<file path="src/sobel_pkg.sv">
// shared types and constants for the sobel edge block
package sobel_pkg;
  localparam int MaxWidth = 1024;
  localparam int MaxHeight = 1024;
  localparam int ColBits = $clog2(MaxWidth);
  localparam int RowBits = $clog2(MaxHeight) + 1;
  localparam int CfgBits = 11;
  localparam logic [1:0] RegWidth = 2'd0;
  localparam logic [1:0] RegHeight = 2'd1;

  typedef struct packed {
    logic [7:0] pixel_red;
    logic [7:0] pixel_green;
    logic [7:0] pixel_blue;
    logic       drain;
  } in_t;

  typedef struct packed {
    logic [7:0] edge_red;
    logic [7:0] edge_green;
    logic [7:0] edge_blue;
    logic       frame_end;
  } out_t;

  // one window job for the back end: nine pixels, zero padding already applied
  typedef struct packed {
    logic [8:0][23:0] nb;
    logic             last;
  } job_t;
endpackage

</file>
<file path="src/sobel_fifo.sv">
// short queue between front and back end
module sobel_fifo (
  input  logic            clk,
  input  logic            rst,
  input  logic            wr_valid,
  input  sobel_pkg::job_t wr_data,
  output logic            wr_stall,
  output logic            rd_valid,
  output sobel_pkg::job_t rd_data,
  input  logic            rd_stall
);
  sobel_pkg::job_t slot [2];
  logic [1:0] count;
  logic wptr, rptr, push, pop;

  assign wr_stall = count == 2'd2;
  assign rd_valid = count != 2'd0;
  assign rd_data = slot[rptr];
  assign push = wr_valid && !wr_stall;
  assign pop = rd_valid && !rd_stall;

  always_ff @(posedge clk) begin
    if (push) slot[wptr] <= wr_data;
  end

  always_ff @(posedge clk) begin
    if (rst) begin
      count <= '0;
      wptr <= 1'b0;
      rptr <= 1'b0;
    end else begin
      if (push) wptr <= !wptr;
      if (pop) rptr <= !rptr;
      count <= count + 2'(push) - 2'(pop);
    end
  end
endmodule

</file>
<file path="config.mk">
export PLATFORM = sky130hd
export DESIGN_NAME = sobel_fifo
export DESIGN_NICKNAME = d
export VERILOG_FILES = /design/src/sobel_pkg.sv /design/src/sobel_fifo.sv
export SDC_FILE = /design/constraint.sdc
export NUM_CORES = 1
export LEC_CHECK = 0
export BUFFER_PORTS_ARGS = -buffer_cell sky130_fd_sc_hd__buf_4
export CAP_MARGIN = 0
export CORE_MARGIN = 2
export CORE_UTILIZATION = 30
export DETAILED_ROUTE_END_ITERATION = 10
export PLACE_DENSITY = 0.61
export SKIP_LAST_GASP = 1
export SLEW_MARGIN = 10
export SYNTH_ARGS = -nofsm -noshare
export SYNTH_HDL_FRONTEND = slang
export SYNTH_SLANG_ARGS = --single-unit
</file>
<file path="constraint.sdc">
create_clock -name clk -period 13.29 [get_ports clk]
set_clock_uncertainty 0.05 [all_clocks]
set_input_delay 1.9935 -clock clk [delete_from_list [all_inputs] [get_ports clk]]
set_output_delay 1.9935 -clock clk [all_outputs]
set_load 0.01 [all_outputs]
</file>
==> results.json <==
{
  "grt_antenna_before_repair": 0,
  "dieWidth_um": 238,
  "cts_buffers": 49,
  "finalWorstSetupSlack_ns": 8.50,
  "antenna_cells": 0,
  "cp_num_buf_inv": 2,
  "crit_path_max_incr_delay_ns": 0.68,
  "cap_viol_max_count": 0,
  "start_util_pct": 30.4,
  "swShare_pct": 25.1,
  "place.gp.congestion": 0.737,
  "post-place-ws_ns": 7.91,
  "post_cts_buffers": 0,
  "path_clk_slew_ns": 0.05,
  "status": "finished, final reports clean",
  "io_pins": 440,
  "grt_max_degree": 130,
  "power_frac_clock_pct": 32.1,
  "whs_ns": 0.460,
  "slowest_stage": "dfxtp_4",
  "worstPathArrival_ns": 2.74,
  "fillCellCount": 4878,
  "syn_nets": 926,
  "critPathRequiredTime_ns": 11.25,
  "regArea_sq_um": 13100,
  "setup-violations-final": 0,
  "switchingPower_mw": 1.05,
  "seqPwrFrac_pct": 43.1,
  "ys_warn_count": 0,
  "row_count": 85,
  "cell_internal_pwr_mw": 3.12,
  "clockBufferDepth": 3,
  "syn_avg_cell_area_sq_um": 23.4,
  "finalMaxSlewViolations": 0,
  "slew_headroom_pct": 18.0,
  "fmax_mhz": 209,
  "antenna_left": 0,
  "cts_hold_buf": 0,
  "clkLatencyLatePin_ns": 0.56,
  "ys_seq_area_share_pct": 80.0,
  "fin_crit_ns": 4.79,
  "period_share_pct": 36.0,
  "vdd_drop_max_mv": 0.153,
  "grt_pass1_vias": 8652,
  "synth_cells": 703,
  "first_iter_violations": 290,
  "syn2layout_area_growth_pct": 34.3,
  "synth_cell_types": 18,
  "cts_htree_levels": 2,
  "cts_sinks": 439,
  "tns_ns": 0,
  "leakage_nw": 8.35,
  "dieArea_sq_um": 56600,
  "fp.dieH_um": 238,
  "nNetsFinal": 1399,
  "io_buffer_count": 439,
  "startpoint_type": "flop",
  "place.detailed.hpwl_um": 22900,
  "hold_violations": 0,
  "crit_fanout": 129,
  "hp-class": "reg2reg",
  "p_per_area_nw_per_um2": 189,
  "path_class": "reg2out",
  "syn_area_sq_um": 16400,
  "synth-seq-cells": 439,
  "grt_pass1_wl_um": 50600,
  "cp-end-kind": "primary output",
  "drc": 0,
  "vias": 8164,
  "worstMarginPinSlew_ns": 1.23,
  "core-area_sq_um": 53900,
  "wirelength_um": 35000,
  "crit_family": "flip-flops",
  "first_pass_iters": 4,
  "power_frac_comb_pct": 24.9,
  "cts_resized": 0,
  "routedWlPerCell_um": 18.3,
  "rsz0062_at_grt": "no",
  "cts_tree": "yes",
  "via_per_inst": 4.27,
  "drive_gt1_share_pct": 60.2,
  "root_buffer": "clkbuf_16",
  "crit_chain": "buf_12, mux2_4, buf_4",
  "multi_input_area_sq_um": 3050,
  "grt.total_usage_pct": 11.7,
  "gr-total-overflow": 0
}
-- worst paths after layout --
check | start | end | slack (ns) | cells past startpoint
worst min-delay path | rptr | flop | 0.46 | 2
worst min register to register | rptr | flop | 0.46 | 2
worst max register to register | count[0] | slot[0][136] | 9.64 | 6
worst max-delay path | flop | rd_data[108] | 8.50 | 3
-- final cells by class --
type | instances | area share, %
clock buffers | 68 | 6.17
repair buffers | 446 | 15.2
inverters | 5 | 0.119
multi-input cells | 235 | 13.8
flip-flops and latches | 439 | 59.6
clock inverters | 22 | 1.08
well taps | 696 | 3.95
-- Yosys cell counts, drive strengths merged --
library cell	number	area share, %
or3	2	0.076
dfxtp	5	0.61
nand2b	1	0.038
o21ai	2	0.061
nand2	1	0.023
ha	2	0.15
buf	24	1.3
edfxtp	434	79
and3	1	0.038
xor2	1	0.053
nor2	3	0.069
xnor2	1	0.053
nor2b	1	0.038
mux2	217	18
a21oi	3	0.091
inv	5	0.11
-- worst register-to-register path, delay by kind of cell (launching register included) --
kind                   cells  cell delay [ns]
buffers and inverters      4             2.19
AND/OR/NAND/NOR            2             0.60
flip-flops                 1             0.35
-- kinds of logic (layout without fill, tap and decap cells) --
| group | after synthesis | after routing | share of synthesized area, % |
|---|---|---|---|
| buf+inv | 29 | 541 | 1.46 |
| fa+ha+maj | 2 | 2 | 0.152 |
| flops | 439 | 439 | 80.0 |
| compound gates | 5 | 5 | 0.152 |
| xor+xnor | 2 | 2 | 0.107 |
| mux | 217 | 217 | 17.9 |
| simple gates | 9 | 9 | 0.282 |
-- flip-flops by register name (all words and copies together), names as in the netlist, named ones only --
register / flops
rptr: 1
wptr: 1
count: 2
slot: 434
-- power by group through the flow --
stage               Clock (mW)  Sequential (mW)  Combinational (mW)
CTS                       1.38             1.79                1.06
global route              1.43             1.81                1.10
finish                    1.33             1.79                1.04
detailed placement           0             1.82                1.06
global placement             0             1.81                1.06
floorplan                    0             1.83               0.600
-- per-stage QoR --
step	instance area (sq um)	cells	utilization (%)	power, mW
after global placement	20400	1821	37.9	2.87
after detailed placement	20400	1821	37.9	2.88
after floorplan	16400	703	-	2.43
after global routing	22000	1911	40.9	4.34
final	22000	1911	40.9	4.16
after CTS	22000	1911	40.9	4.23
-- routing by layer --
layer  up-vias  global-route usage, %  wire [um]
met5         -                      0          0
met4         0                   3.45        728
met3        55                   4.13       2850
met2       287                   20.0      17400
met1      4077                   14.0      14100
li1       3745                      -          -
-- cell usage in the layout (no fill, tap or decap) --
| cell | synthesis | final |
|---|---|---|
| nand2_1 | 1 | 1 |
| nor2_1 | 3 | 3 |
| mux2_4 | 130 | 130 |
| nor2b_1 | 1 | 1 |
| clkbuf_8 | 0 | 2 |
| inv_8 | 0 | 1 |
| xor2_1 | 1 | 1 |
| inv_1 | 5 | 4 |
| buf_4 | 0 | 445 |
| clkbuf_1 | 0 | 15 |
| clkinv_1 | 0 | 9 |
| buf_12 | 0 | 1 |
| nand2b_1 | 1 | 1 |
| and3_4 | 0 | 1 |
| bufinv_16 | 0 | 5 |
| o21ai_0 | 2 | 2 |
| edfxtp_1 | 434 | 434 |
| ha_1 | 2 | 2 |
| mux2_2 | 87 | 87 |
| inv_6 | 0 | 3 |
| or3_1 | 2 | 2 |
| clkinvlp_4 | 0 | 1 |
| dfxtp_4 | 0 | 1 |
| clkinv_2 | 0 | 4 |
| clkbuf_16 | 0 | 51 |
| xnor2_1 | 1 | 1 |
| dfxtp_1 | 5 | 4 |
| a21oi_1 | 3 | 3 |
(Power assumes the default switching activity.)
