File: src/sobel_pkg.sv
// shared types and constants for the sobel edge block
package sobel_pkg;
  localparam int MaxWidth = 1024;
  localparam int MaxHeight = 1024;
  localparam int ColBits = $clog2(MaxWidth);
  localparam int RowBits = $clog2(MaxHeight) + 1;
  localparam int CfgBits = 11;
  localparam logic [1:0] RegWidth = 2'd0;
  localparam logic [1:0] RegHeight = 2'd1;

  typedef struct packed {
    logic [7:0] pixel_red;
    logic [7:0] pixel_green;
    logic [7:0] pixel_blue;
    logic       drain;
  } in_t;

  typedef struct packed {
    logic [7:0] edge_red;
    logic [7:0] edge_green;
    logic [7:0] edge_blue;
    logic       frame_end;
  } out_t;

  // one window job for the back end: nine pixels, zero padding already applied
  typedef struct packed {
    logic [8:0][23:0] nb;
    logic             last;
  } job_t;
endpackage

File: src/sobel_back.sv
// back end: gradients, squared sums, pipelined rounded square root
module sobel_back (
  input  logic            clk,
  input  logic            rst,
  input  logic            job_valid,
  input  sobel_pkg::job_t job,
  output logic            job_stall,
  output logic            out_valid,
  output sobel_pkg::out_t out_data,
  input  logic            out_stall
);
  localparam int Steps = 11;

  logic [Steps:0] v;
  logic [20:0] rem [Steps][3];
  logic [20:0] q [Steps][3];
  logic last [Steps];
  logic adv;
  logic [20:0] sq [3];

  assign adv = !(out_valid && out_stall);
  assign job_stall = !adv;

  function automatic logic [20:0] mag2(input logic [8:0][23:0] nb, input int sh);
    logic signed [11:0] gx, gy;
    logic signed [11:0] p [9];
    logic signed [21:0] ex, ey;
    for (int a = 0; a < 9; a++) p[a] = 12'($unsigned(nb[a][sh +: 8]));
    gx = p[2] - p[0] + 12'sd2 * (p[5] - p[3]) + p[8] - p[6];
    gy = p[6] - p[0] + 12'sd2 * (p[7] - p[1]) + p[8] - p[2];
    ex = 22'(gx);
    ey = 22'(gy);
    return 21'($unsigned(ex * ex + ey * ey));
  endfunction

  always_comb begin
    sq[0] = mag2(job.nb, 16);
    sq[1] = mag2(job.nb, 8);
    sq[2] = mag2(job.nb, 0);
  end

  always_ff @(posedge clk) begin
    if (rst) v <= '0;
    else if (adv) v <= {v[Steps-1:0], job_valid};
  end

  always_ff @(posedge clk) begin
    if (adv) begin
      last[0] <= job.last;
      for (int c = 0; c < 3; c++) begin
        rem[0][c] <= sq[c];
        q[0][c] <= '0;
      end
      for (int k = 0; k < Steps - 1; k++) begin
        last[k+1] <= last[k];
        for (int c = 0; c < 3; c++) begin
          logic [20:0] b;
          b = 21'(1) << (2 * (9 - k));
          if (rem[k][c] >= q[k][c] + b) begin
            rem[k+1][c] <= rem[k][c] - q[k][c] - b;
            q[k+1][c] <= (q[k][c] >> 1) + b;
          end else begin
            rem[k+1][c] <= rem[k][c];
            q[k+1][c] <= q[k][c] >> 1;
          end
        end
      end
    end
  end

  logic [20:0] qf [3];
  logic [7:0] res [3];
  always_comb begin
    for (int c = 0; c < 3; c++) begin
      qf[c] = q[Steps-1][c] + 21'(rem[Steps-1][c] > q[Steps-1][c]);
      res[c] = (qf[c] > 21'd255) ? 8'd255 : qf[c][7:0];
    end
  end

  assign out_valid = v[Steps];
  always_ff @(posedge clk) begin
    if (adv) begin
      out_data <= {res[0], res[1], res[2], last[Steps-1]};
    end
  end
endmodule

File: config.mk
export PLATFORM = sky130hd
export DESIGN_NAME = sobel_back
export DESIGN_NICKNAME = d
export VERILOG_FILES = /design/src/sobel_pkg.sv /design/src/sobel_back.sv
export SDC_FILE = /design/constraint.sdc
export NUM_CORES = 2
export LEC_CHECK = 0
export BUFFER_PORTS_ARGS = -buffer_cell sky130_fd_sc_hd__buf_4
export CORE_MARGIN = 3
export CORE_UTILIZATION = 60
export DETAILED_ROUTE_END_ITERATION = 12
export PLACE_DENSITY = 0.77
export REMOVE_ABC_BUFFERS = 1
export SLEW_MARGIN = 15
export SYNTH_ARGS = -nofsm -noshare
export SYNTH_HDL_FRONTEND = slang
export SYNTH_SLANG_ARGS = --single-unit
export TNS_END_PERCENT = 20
File: constraint.sdc
create_clock -name clk -period 32.1 [get_ports clk]
set_clock_uncertainty 0.05 [all_clocks]
set_input_delay 0 -clock clk [delete_from_list [all_inputs] [get_ports clk]]
set_output_delay 0 -clock clk [all_outputs]
set_load 0.02 [all_outputs]
==> flow_summary.toml <==
[global_routing]
grt_max_degree = 191
antenna_found_initial = 1
grt_pass1_vias = 68370
grt_pass1_wl_um = 309200
track_usage_pct = 22.55
grt_overflow_total = 0

[floorplanning]
die_x_um = 403.0
die_area_um2 = 162400
die_h_um = 403.0
start_util_pct = 60.46
io_pins = 248
rows = 145
core_um2 = 156400

[timing]
slew_headroom_pct = 22.27
setup_viol = 0
fmax_ghz = 0.09264
fin_crit_sh_pct = 33.63
period_needed_ns = 10.79
hold_slack_ns = 0.09593
tns_ns = 0
final-hold-violation-count = 0
slew_violations = 0
rsz0062_at_grt = "no"
worst_slew_pin_slew_ns = 1.158

[finish]
syn_to_final_growth_pct = 7.655
diodes = 0
nets = 12320
drive_above_1_share_pct = 5.261
fin_cells = 12190

[clocking]
cts_made_buffers = 93
cts-root-buf = "clkbuf_16"
post_cts_buffers = 0
hold_buffers = 5
cts_resized = 0
path_clk_slew_ns = 0.06
cts_tree = "built"
numClockSinks = 906
clk-insertion-delay-late_ns = 0.67
htree_num_levels = 3
clock_path_buffers = 3

[synth]
synth_seq_cells = 906
syn_area_per_cell_um2 = 9.633
ys_async_sr_fraction_pct = 0
yosysWarningCount = 0
ys.flop_type = "edfxtp_1"
synth_cells = 9816
ys_types = 82
synth_edf_count = 894
synth.cell_area_um2 = 94560
yosysSeqAreaShare_pct = 28.65

[worst_hold_path]
hold_path.class = "in -> reg"
whs_path_depth = 3

[route]
drt_pass1_iterations = 6
final_antenna_net_count = 0
routedWlPerCell_um = 14.92
drt-met1-wl_um = 71140
via_per_inst = 5.394
drtIter0Drc = 3811
wl_met2_um = 96540
highest_layer = "met4"
routed-wl-met3_um = 7213
drc_errors = 0
wl_um = 181900
vias = 65760

[setup_path]
cp.depth = 40
required_ns = 32.45
critPathTopFamily = "adder cells"
end_kind = "flop"
critPathMostFrequentCell = "fa_1"
ff2ff_path_depth = 17
cp_max_fo = 10
path_class = "in -> reg"
max_stage_delay_ns = 0.72
arrival_ns = 11.15
slowest_stage = "a2111oi_0"
cp-start-kind = "primary input"
crit_buf_inv = 8

[run]
maxCapViolations = 0

[placement]
portBuffers = 223
gp_congestion = 0.9192
dpl.hpwl_um = 150400
dp.cells = 12020

[status]
outcome = "complete, no violations"
==> cells in the final DEF, fill, tap and decap left out, types with 64 or more instances in the layout <==
cell type and instances:
nor2b_1 68, inv_1 2123, or3_1 64, a21o_1 122, clkbuf_16 96, edfxtp_1 894, nor4_1 73, nand2_1 641
o21bai_1 105, o21ai_0 426, xor2_1 330, buf_4 274, fa_1 833, and2_1 124, xnor2_1 436, ha_1 1205
nor2_1 717, nand3_1 85, nor3_1 122, nand2b_1 98, a21oi_1 571
==> tightest hold or removal path: cells and delay by family <==
| family | cells | cell delay, ns |
|---|---|---|
| buffers and inverters | 2 | 0.71 |
| AO/OA/AOI/OAI | 1 | 0.05 |
==> layer usage <==
metal / track usage [%] / vias up
met4: 8.784 / 0
met5: 0 / -
met2: 42.99 / 1505
met3: 2.307 / 384
li1: - / 32440
met1: 25.78 / 31430
==> final cells by class <==
| type | instances | area, um^2 |
|---|---|---|
| Multi-Input combinational cell | 6641 | 59020 |
| Fill cell | 12130 | 54590 |
| Sequential cell | 906 | 27090 |
| Inverter | 2135 | 8014 |
| Tap cell | 2058 | 2575 |
| Clock buffer | 120 | 2522 |
| Timing Repair Buffer | 282 | 2150 |
| Clock inverter | 48 | 431.7 |
==> synth_stat cells, drive strengths merged (35+ instances only) <==
| cell | instances | share of area [%] |
|---|---|---|
| or2 | 35 | 0.23 |
| o21a | 61 | 0.48 |
| nor2 | 717 | 2.8 |
| xnor2 | 436 | 4.0 |
| o21bai | 105 | 0.83 |
| nor2b | 68 | 0.45 |
| o31ai | 44 | 0.35 |
| clkbuf | 125 | 0.50 |
| nand3 | 85 | 0.45 |
| o21ai | 432 | 2.3 |
| or3 | 65 | 0.44 |
| a21o | 122 | 0.97 |
| fa | 833 | 18 |
| and2 | 124 | 0.82 |
| ha | 1205 | 16 |
| xor2 | 330 | 3.1 |
| o21ba | 36 | 0.38 |
| nand2 | 643 | 2.6 |
| nor4 | 77 | 0.51 |
| a21oi | 572 | 3.0 |
| inv | 2127 | 8.4 |
| edfxtp | 894 | 28 |
| a211oi | 43 | 0.34 |
| nand2b | 98 | 0.65 |
| nor3 | 122 | 0.65 |
==> per-stage QoR <==
| stage | utilization (%) | setup slack [ns] | cell area, um^2 |
|---|---|---|---|
| 6_report | 65.09 | 21.31 | 101800 |
| 5_1_grt | 65.09 | 20.58 | 101800 |
| 4_1_cts | 65.07 | 21.36 | 101800 |
| 3_5_place_dp | 63.15 | 20.66 | 98760 |
| 3_3_place_gp | 63.15 | 20.77 | 98760 |
| 2_1_floorplan | - | 2.807 | 94030 |
==> kinds of logic (layout without fill, tap and decap cells) <==
family	after synthesis	after routing	synth area share, %
flops	906	906	28.65
mux	21	21	0.2395
simple gates	2172	2172	10.65
xor+xnor	769	769	7.167
fa+ha+maj	2038	2038	33.58
compound gates	1641	1641	10.68
buf+inv	2269	2585	9.036
==> worst paths after layout <==
| path | from | to | slack, ns |
|---|---|---|---|
| max | job[153] | rem[0][41]$_DFFE_PN_ | 21.31 |
| min reg2reg | rem[3][42]$_DFFE_PP_ | rem[3][105]$_DFFE_PP_ | 0.37 |
| min | rst | v[2]$_SDFFE_PP0N_ | 0.1 |
| max reg2reg | q[10][1]$_DFFE_PP_ | out_data[5]$_SDFFCE_PN1N_ | 28.17 |
==> registers in the layout, summed over array words and instances, names as in the netlist <==
register,flops
rem,693
v,12
q,165
out_data,25
last,11
Power is left out: the tool's default activity adds up to more than one toggle a clock period on the data nets, which glitch-free logic cannot reach.
